<file path="src/hdl/w3j_pkg.sv">
// shared types and constants for the wigner 3j square and sign block
// float unit op codes, request bundle, double constants, small int to double
// no dependencies
package w3j_pkg;

  typedef enum logic [2:0] {
    FOP_MUL = 3'b001,
    FOP_DIV = 3'b010,
    FOP_ADD = 3'b100
  } fpu_op_t;

  typedef struct packed {
    logic    go;
    fpu_op_t op;
  } fpu_req_t;

  localparam logic [63:0] DBL_ONE  = 64'h3FF0_0000_0000_0000;
  localparam logic [63:0] DBL_ZERO = 64'h0000_0000_0000_0000;

  // small positive integer to double, exact
  function automatic logic [63:0] int_to_double(input logic [7:0] k);
    logic [2:0]  p;
    logic [59:0] sh;
    logic [10:0] e;
    p = '0;
    for (int i = 0; i < 8; i++) begin
      if (k[i]) p = 3'(i);
    end
    sh = {52'b0, k} << (6'd52 - {3'b0, p});
    e  = 11'd1023 + {8'b0, p};
    return {1'b0, e, sh[51:0]};
  endfunction

endpackage

</file>
<file path="src/hdl/w3j_fpu.sv">
// shared double precision unit: multiply, divide, add, round to nearest even
// multiply in three 53x18 partial products, radix-2 divide, one-bit normalize steps
// depends on w3j_pkg
module w3j_fpu (
  input  logic              clk,
  input  logic              rst,
  input  w3j_pkg::fpu_req_t req,
  input  logic [63:0]       opa,
  input  logic [63:0]       opb,
  output logic              done,
  output logic [63:0]       res
);
  import w3j_pkg::*;

  typedef enum logic [6:0] {
    F_IDLE  = 7'b0000001,
    F_MUL   = 7'b0000010,
    F_MNORM = 7'b0000100,
    F_DIV   = 7'b0001000,
    F_ALIGN = 7'b0010000,
    F_NORM  = 7'b0100000,
    F_ROUND = 7'b1000000
  } fstate_t;

  fstate_t state;

  logic [52:0]        ma, mb;
  logic [52:0]        xa, xb;
  logic               rsign;
  logic signed [12:0] rexp;
  logic [52:0]        rm;
  logic               rg, rs;
  logic [107:0]       acc;
  logic [1:0]         cnt;
  logic [5:0]         dcnt;
  logic [54:0]        rem;
  logic [53:0]        q;
  logic [55:0]        bigm, smallm;
  logic [10:0]        dexp;
  logic               sub;
  logic [56:0]        sumr;

  logic [53:0]        xb54;
  logic [17:0]        chunk;
  logic [70:0]        partial;
  logic [107:0]       pp;
  logic               ge;
  logic [54:0]        rem_sub, rem_next;
  logic [53:0]        q_next;
  logic [111:0]       dl;
  logic [55:0]        al;
  logic               inc;
  logic [53:0]        rnd;
  logic signed [12:0] fexp;
  logic [51:0]        ffrac;
  logic               a_big;

  assign ma = {1'b1, opa[51:0]};
  assign mb = {1'b1, opb[51:0]};
  assign a_big = opa[62:0] >= opb[62:0];

  always_comb begin
    xb54 = {1'b0, xb};
    case (cnt)
      2'd0:    chunk = xb54[17:0];
      2'd1:    chunk = xb54[35:18];
      default: chunk = xb54[53:36];
    endcase
    partial = xa * chunk;
    case (cnt)
      2'd0:    pp = {37'b0, partial};
      2'd1:    pp = {19'b0, partial, 18'b0};
      default: pp = {1'b0, partial, 36'b0};
    endcase
  end

  always_comb begin
    ge       = rem >= {2'b0, xb};
    rem_sub  = ge ? rem - {2'b0, xb} : rem;
    rem_next = rem_sub << 1;
    q_next   = {q[52:0], ge};
  end

  always_comb begin
    dl = {smallm, 56'b0} >> dexp;
    if (dexp >= 11'd56) begin
      al = 56'd1;
    end else begin
      al = {dl[111:57], dl[56] | (|dl[55:0])};
    end
  end

  always_comb begin
    inc   = rg & (rs | rm[0]);
    rnd   = {1'b0, rm} + {53'b0, inc};
    fexp  = rnd[53] ? rexp + 13'sd1 : rexp;
    ffrac = rnd[53] ? rnd[52:1] : rnd[51:0];
  end

  always_ff @(posedge clk) begin
    if (rst) begin
      state <= F_IDLE;
      done  <= 1'b0;
    end else begin
      done <= 1'b0;
      unique case (state)
        F_IDLE: begin
          if (req.go) begin
            unique case (req.op)
              FOP_MUL: begin
                if (opa[62:52] == 11'd0 || opb[62:52] == 11'd0) begin
                  res  <= {opa[63] ^ opb[63], 63'b0};
                  done <= 1'b1;
                end else begin
                  xa    <= ma;
                  xb    <= mb;
                  acc   <= '0;
                  cnt   <= '0;
                  rsign <= opa[63] ^ opb[63];
                  rexp  <= 13'($signed({2'b0, opa[62:52]})) +
                           13'($signed({2'b0, opb[62:52]})) - 13'sd1023;
                  state <= F_MUL;
                end
              end
              FOP_DIV: begin
                xb    <= mb;
                rsign <= opa[63] ^ opb[63];
                q     <= '0;
                dcnt  <= '0;
                if (ma < mb) begin
                  rem  <= {1'b0, ma, 1'b0};
                  rexp <= 13'($signed({2'b0, opa[62:52]})) -
                          13'($signed({2'b0, opb[62:52]})) + 13'sd1022;
                end else begin
                  rem  <= {2'b0, ma};
                  rexp <= 13'($signed({2'b0, opa[62:52]})) -
                          13'($signed({2'b0, opb[62:52]})) + 13'sd1023;
                end
                state <= F_DIV;
              end
              FOP_ADD: begin
                if (opa[62:0] == 63'd0) begin
                  res  <= opb;
                  done <= 1'b1;
                end else if (opb[62:0] == 63'd0) begin
                  res  <= opa;
                  done <= 1'b1;
                end else begin
                  sub <= opa[63] ^ opb[63];
                  if (a_big) begin
                    bigm   <= {ma, 3'b0};
                    smallm <= {mb, 3'b0};
                    rsign  <= opa[63];
                    rexp   <= 13'($signed({2'b0, opa[62:52]}));
                    dexp   <= opa[62:52] - opb[62:52];
                  end else begin
                    bigm   <= {mb, 3'b0};
                    smallm <= {ma, 3'b0};
                    rsign  <= opb[63];
                    rexp   <= 13'($signed({2'b0, opb[62:52]}));
                    dexp   <= opb[62:52] - opa[62:52];
                  end
                  state <= F_ALIGN;
                end
              end
              default: state <= F_IDLE;
            endcase
          end
        end
        F_MUL: begin
          acc <= acc + pp;
          cnt <= cnt + 2'd1;
          if (cnt == 2'd2) state <= F_MNORM;
        end
        F_MNORM: begin
          if (acc[105]) begin
            rm   <= acc[105:53];
            rg   <= acc[52];
            rs   <= |acc[51:0];
            rexp <= rexp + 13'sd1;
          end else begin
            rm <= acc[104:52];
            rg <= acc[51];
            rs <= |acc[50:0];
          end
          state <= F_ROUND;
        end
        F_DIV: begin
          rem  <= rem_next;
          q    <= q_next;
          dcnt <= dcnt + 6'd1;
          if (dcnt == 6'd53) begin
            rm    <= q_next[53:1];
            rg    <= q_next[0];
            rs    <= |rem_next;
            state <= F_ROUND;
          end
        end
        F_ALIGN: begin
          sumr  <= sub ? {1'b0, bigm} - {1'b0, al} : {1'b0, bigm} + {1'b0, al};
          state <= F_NORM;
        end
        F_NORM: begin
          if (sumr == 57'd0) begin
            res   <= DBL_ZERO;
            done  <= 1'b1;
            state <= F_IDLE;
          end else if (sumr[56]) begin
            rm    <= sumr[56:4];
            rg    <= sumr[3];
            rs    <= |sumr[2:0];
            rexp  <= rexp + 13'sd1;
            state <= F_ROUND;
          end else if (sumr[55]) begin
            rm    <= sumr[55:3];
            rg    <= sumr[2];
            rs    <= |sumr[1:0];
            state <= F_ROUND;
          end else begin
            sumr <= sumr << 1;
            rexp <= rexp - 13'sd1;
          end
        end
        F_ROUND: begin
          res   <= {rsign, fexp[10:0], ffrac};
          done  <= 1'b1;
          state <= F_IDLE;
        end
        default: state <= F_IDLE;
      endcase
    end
  end

endmodule

</file>
<file path="config.mk">
export PLATFORM = sky130hd
export DESIGN_NAME = w3j_fpu
export DESIGN_NICKNAME = d
export VERILOG_FILES = /design/src/hdl/w3j_pkg.sv /design/src/hdl/w3j_fpu.sv
export SDC_FILE = /design/constraint.sdc
export NUM_CORES = 2
export LEC_CHECK = 0
export BUFFER_PORTS_ARGS = -buffer_cell sky130_fd_sc_hd__buf_2
export CAP_MARGIN = 20
export CORE_ASPECT_RATIO = 1.75
export CORE_UTILIZATION = 25
export DETAILED_ROUTE_END_ITERATION = 6
export PLACE_DENSITY = 0.39
export SYNTH_ARGS = -nofsm -noshare
export SYNTH_HDL_FRONTEND = slang
export SYNTH_SLANG_ARGS = --single-unit
export TNS_END_PERCENT = 20
</file>
<file path="constraint.sdc">
create_clock -name clk -period 24 [get_ports clk]
set_input_delay 4.8 -clock clk [delete_from_list [all_inputs] [get_ports clk]]
set_output_delay 4.8 -clock clk [all_outputs]
set_load 0.02 [all_outputs]
</file>
---- Word level (Yosys, flattened, before mapping) ----
Cells that the tools add are included.
storage, ports and cells
  register bits after elaboration ......... 651
  input bits .............................. 134
  output and inout port bits .............. 65
operators by class
  $add $sub $neg .......................... 16
  multiply operators ...................... 1
  $lt $le $gt $ge ......................... 4
  equal/unequal tests ..................... 37
  shift operators ......................... 1
  muxes and demuxes ....................... 94
  bitwise operators ....................... 8
  reduce and logical (&&, ||, !) cells .... 34
operators by type and width
  cell               number
  $mux 53            8
  $mux 108           3
  $mux 64            5
  $mux 55            4
  $pmux 108 s2       1
  $pmux 107 s2       1
  $pmux 53 s2        2
  $pmux 64 s3        1
  $mux 57            3
  $pmux 53 s3        1
  $pmux 64 s2        1
  $logic_not 63->1   2
  $mux 13            9
  $pmux 57 s2        1
  $mux 56            2
  $shr 112x11->112   1
  $pmux 55 s2        1
  $add 108x108->108  1
  $mux 54            2
  $pmux 13 s3        2
  $mul 53x18->71     1
  $ge 63x63->1       1
  $mux 7             9
  $add 56x56->57     1
  other kinds (68)   132

---- Longest topological paths before layout ----
  depth after elaboration ................. 7
  mapped depth ............................ 58

---- Least setup slack after synthesis ----
OpenSTA, ideal clock, no wires.
  path kind ............................... input to register
  start point ............................. in rst
  end point ............................... reg rg, enable pin
  arrival ................................. 13752 ps
  data required time ...................... 23237 ps
  path slack .............................. 9485 ps
  cell stages on the path ................. 3
  buffers on the path ..................... 1
  cells stage by stage .................... buf_1 > nand2b_1 > a2111oi_0
on the way
  cells in the longest elaborated chain, start to end .. 2
RTL lines
  item                               RTL line        text
  start: declaration                 w3j_fpu.sv:6    input logic rst,
  $not 1->1 (no source line)         n/a
  $reduce_and 5->1 (no source line)  n/a
  end signal: assignment             w3j_fpu.sv:178  rg <= acc[52];
  end signal: assignment             w3j_fpu.sv:183  rg <= acc[51];
  end signal: assignment             w3j_fpu.sv:194  rg <= q_next[0];
  end: declaration                   w3j_fpu.sv:32   logic rg, rs;
No other way between the ends.
A chain may end at the register's enable or synchronous reset.

---- Worst setup path after layout ----
  start point ............................. reg cnt[1]
  end point ............................... reg acc[105] (data pin)
on the way
  cells in the longest elaborated chain, start to end .. 6
RTL lines
  item                                                  RTL line                      text
  start: declaration                                    w3j_fpu.sv:34                 logic [1:0] cnt;
  start signal: assignment                              w3j_fpu.sv:172                cnt <= cnt + 2'd1;
  $eq 2x1->1 / $logic_not 2->1 (equally long branches)  w3j_fpu.sv:64, w3j_fpu.sv:70
  $pmux 18 s2                                           w3j_fpu.sv:64                 case (cnt)
  $mul 53x18->71                                        w3j_fpu.sv:69                 partial = xa * chunk;
  $pmux 107 s2 *                                        w3j_fpu.sv:70                 case (cnt)
  $add 108x108->108 *                                   w3j_fpu.sv:171                acc <= acc + pp;
  $pmux 108 s2 *                                        w3j_fpu.sv:106                unique case (state)
  end signal: assignment                                w3j_fpu.sv:171
  end: declaration                                      w3j_fpu.sv:33                 logic [107:0] acc;
Mark *: on every way between the ends. The rest lies on a longest branch, timed or not.

==> impl_metrics.tcl <==
set metrics [dict create \
    outcome "finished, final reports clean" \
    num_vias 70528 \
    post-cts-setup-buffers 0 \
    fin_crit_sh 0.685 \
    grt_max_degree 151 \
    worstPathRequired_ns 24.40 \
    cts_buffers 72 \
    synth-edff-count 630 \
    syn_area_sq_um 82000 \
    ys_warn_count 0 \
    clockRootBuffer "clkbuf_16" \
    fin_worst_skew_ns 0.0816 \
    clk_path_buf_depth 3 \
    syn_nets 10686 \
    finish.utilization 0.279 \
    n_fill_cell 35112 \
    vias_per_cell 5.17 \
    tightest_slew_ns 1.23 \
    cts.clk_slew.worst_paths_ns 0.07 \
    die-height_um 760 \
    seq_area_frac_synth 0.233 \
    period_needed_ns 16.45 \
    ant_nets 0 \
    grt_pass1_wl_um 560000 \
    p_clk_frac 0.095 \
    setup_viol 0 \
    ir_worst_vdd_mv 0.178 \
    drc 0 \
    syn_inst 9269 \
    cp_slowest_cell "a211oi_1" \
    r2r_start "cnt[1]" \
    crit-reg2reg-capture "acc[105]" \
    p_int_mw 5.49 \
    seqPwrFrac 0.098 \
    synth.most_common_cell "nand2_1" \
    end_kind "flop" \
    yosysUniqueCellTypes 100 \
    rsz0062_at_grt "false" \
    swShare 0.577 \
    fmax_mhz 60.8 \
    hold_viol 0 \
    slowest_delay_ns 0.63 \
    hold_path.class "reg -> reg" \
    antenna_found_initial 26 \
    area_growth_pct 10.8 \
    cts_hold_buffers 0 \
    r2r_slack_ns 7.55 \
    die-area_sq_um 331000 \
    wirelength_um 398000 \
    path_max_fanout 52 \
    critPathLaunchType "flop" \
    power.switching_mw 7.49 \
    layout.nets 10659 \
    slew_violations 0 \
    multi_input_area_sq_um 56700 \
    clock_sinks 638 \
    synth_common_cells "1248 x nand2_1, 1232 x inv_1, 821 x fa_1, 630 x edfxtp_1, 589 x a21oi_1" \
    clk_latency_ns 0.74 \
    die_w_um 435 \
    portBuffers 198 \
    worstSetupEndpoint "acc[105]" \
    initialDrtViolationCount 5332 \
    routabilityCongestion 0.967 \
    io_pins 199 \
    drive_gt1_frac 0.0840 \
    start_util 0.252 \
    postSynth.topFlopCell "edfxtp_1" \
    hpwl_um 318000 \
    p_comb_frac 0.808 \
    overflow 0 \
    setup.worst_path.class "reg -> reg" \
    cp.arrival_ns 16.84 \
    netlist.area_leader.share 0.231 \
    fin_hold_ws_ns 0.510 \
    core_area_sq_um 326000 \
    fp-row-count 277 \
    cts_tree "yes" \
    p_per_area_nw_per_um2 143 \
    setup_tns_ns 0 \
    htree_levels 3 \
    synth_seq_cells 638 \
    cts-resized-gates 0 \
    async_reset_ff_frac 0 \
    drt-pass1-iter-count 6 \
    seq_area_sq_um 19100 \
    synth_top_cell_by_area "edfxtp_1" \
    synth_area_leaders "edfxtp_1 23%, fa_1 20%, ha_1 7.0%" \
    crit_start "cnt[1]" \
    grt_pass1_vias 74308 \
    slew_headroom 0.180 \
    grtUsageTotal 0.236 \
    avgSynthCellArea_sq_um 8.85 \
    leakage_nw 39.3 \
    reg2regPathDepth 50 \
    drv_cap 0 \
    post_drt_wl_per_cell_um 29.2 \
]
## stage by stage
step,std cells,power [mW],setup slack [ns],area (sq um)
floorplan,9269,7.59,9.49,82000
global placement,13483,11.8,7.37,88300
detailed placement,13489,11.7,7.72,88400
CTS,13617,13.0,7.59,90800
global route,13622,13.8,6.58,90900
finish,13633,13.0,7.55,90900
## how the worst min path moves through the flow
stage,startpoint,end,slack (ns),depth (start not counted)
5_1_grt,q[46],q[47],0.56,1
2_1_floorplan,q[9],q[10],0.50,2
3_5_place_dp,q[47],q[48],0.53,2
6_report,q[35],q[36],0.51,2
4_1_cts,q[35],q[36],0.52,2
3_3_place_gp,q[3],q[4],0.53,1
## cell type report
class,instances,area share
multi-input cells,6888,0.623
flip-flops and latches,638,0.210
well taps,4324,0.0595
inverters,1234,0.0510
repair buffers,408,0.0293
clock buffers,82,0.0202
clock inverters,46,0.00639
diodes,13,0.000358
## power groups by stage
| stage | registers [mW] | logic (mW) | clock network (mW) |
|---|---|---|---|
| finish | 1.27 | 10.5 | 1.23 |
| global route | 1.27 | 11.2 | 1.28 |
| CTS | 1.27 | 10.5 | 1.26 |
| detailed placement | 1.29 | 10.4 | 0 |
| global placement | 1.29 | 10.5 | 0 |
| floorplan | 1.28 | 6.32 | 0 |
## registers in the layout, indices dropped and copies added, names as in the netlist, 52 cells and up
signal,cells
q,53
rem,55
bigm,52
res,64
sumr,57
smallm,52
xb,52
xa,52
acc,106
rm,53
## cell usage in the layout (no fill, tap or decap), drive strengths merged, types with 24 or more instances in the layout
master  instances
nand2        1248
inv          1240
fa            821
edfxtp        630
a21oi         590
nor2          499
ha            462
o21ai         418
buf           407
and2          342
a21o          246
mux2i         235
xnor2         226
xor2          164
nor3          151
nand3         121
mux2          105
nor4           97
o22ai          95
nand4          92
clkbuf         82
a211oi         70
nand2b         69
a31oi          67
nor2b          63
mux4           58
o21bai         55
and3           52
o21a           47
a22oi          47
a22o           31
o221ai         30
or2            28
o211ai         27
clkinv         26
a221o          24
## cells by family after synthesis
group                    count (synthesis)  synth area share
AND/OR/NAND/NOR                       2863             0.163
adder cells (fa/ha/maj)               1283             0.271
AO/OA/AOI/OAI                         1954             0.151
flip-flops                             638             0.233
XOR/XNOR                               390            0.0416
buffers and inverters                 1743            0.0815
multiplexers                           398            0.0591
## worst max-delay path: cells and delay by family, from the launching register on
| family | cells | cell delay [ns] |
|---|---|---|
| and+or+nand+nor | 10 | 2.31 |
| xor gates and xnor gates | 2 | 0.39 |
| buffers and inverters | 6 | 1.77 |
| AOI/OAI and AO/OA | 23 | 6.69 |
| DFF | 1 | 0.40 |
| adders and majority gates | 9 | 4.44 |
## per-layer routing
layer | track usage | vias up | part of all wire
li1 | - | 31434 | -
met2 | 0.444 | 2294 | 0.53
met3 | 0.0262 | 867 | 0.041
met1 | 0.237 | 35927 | 0.34
met4 | 0.176 | 6 | 0.088
met5 | 0 | - | 0.00012
Power figures use the tool's default switching activity.
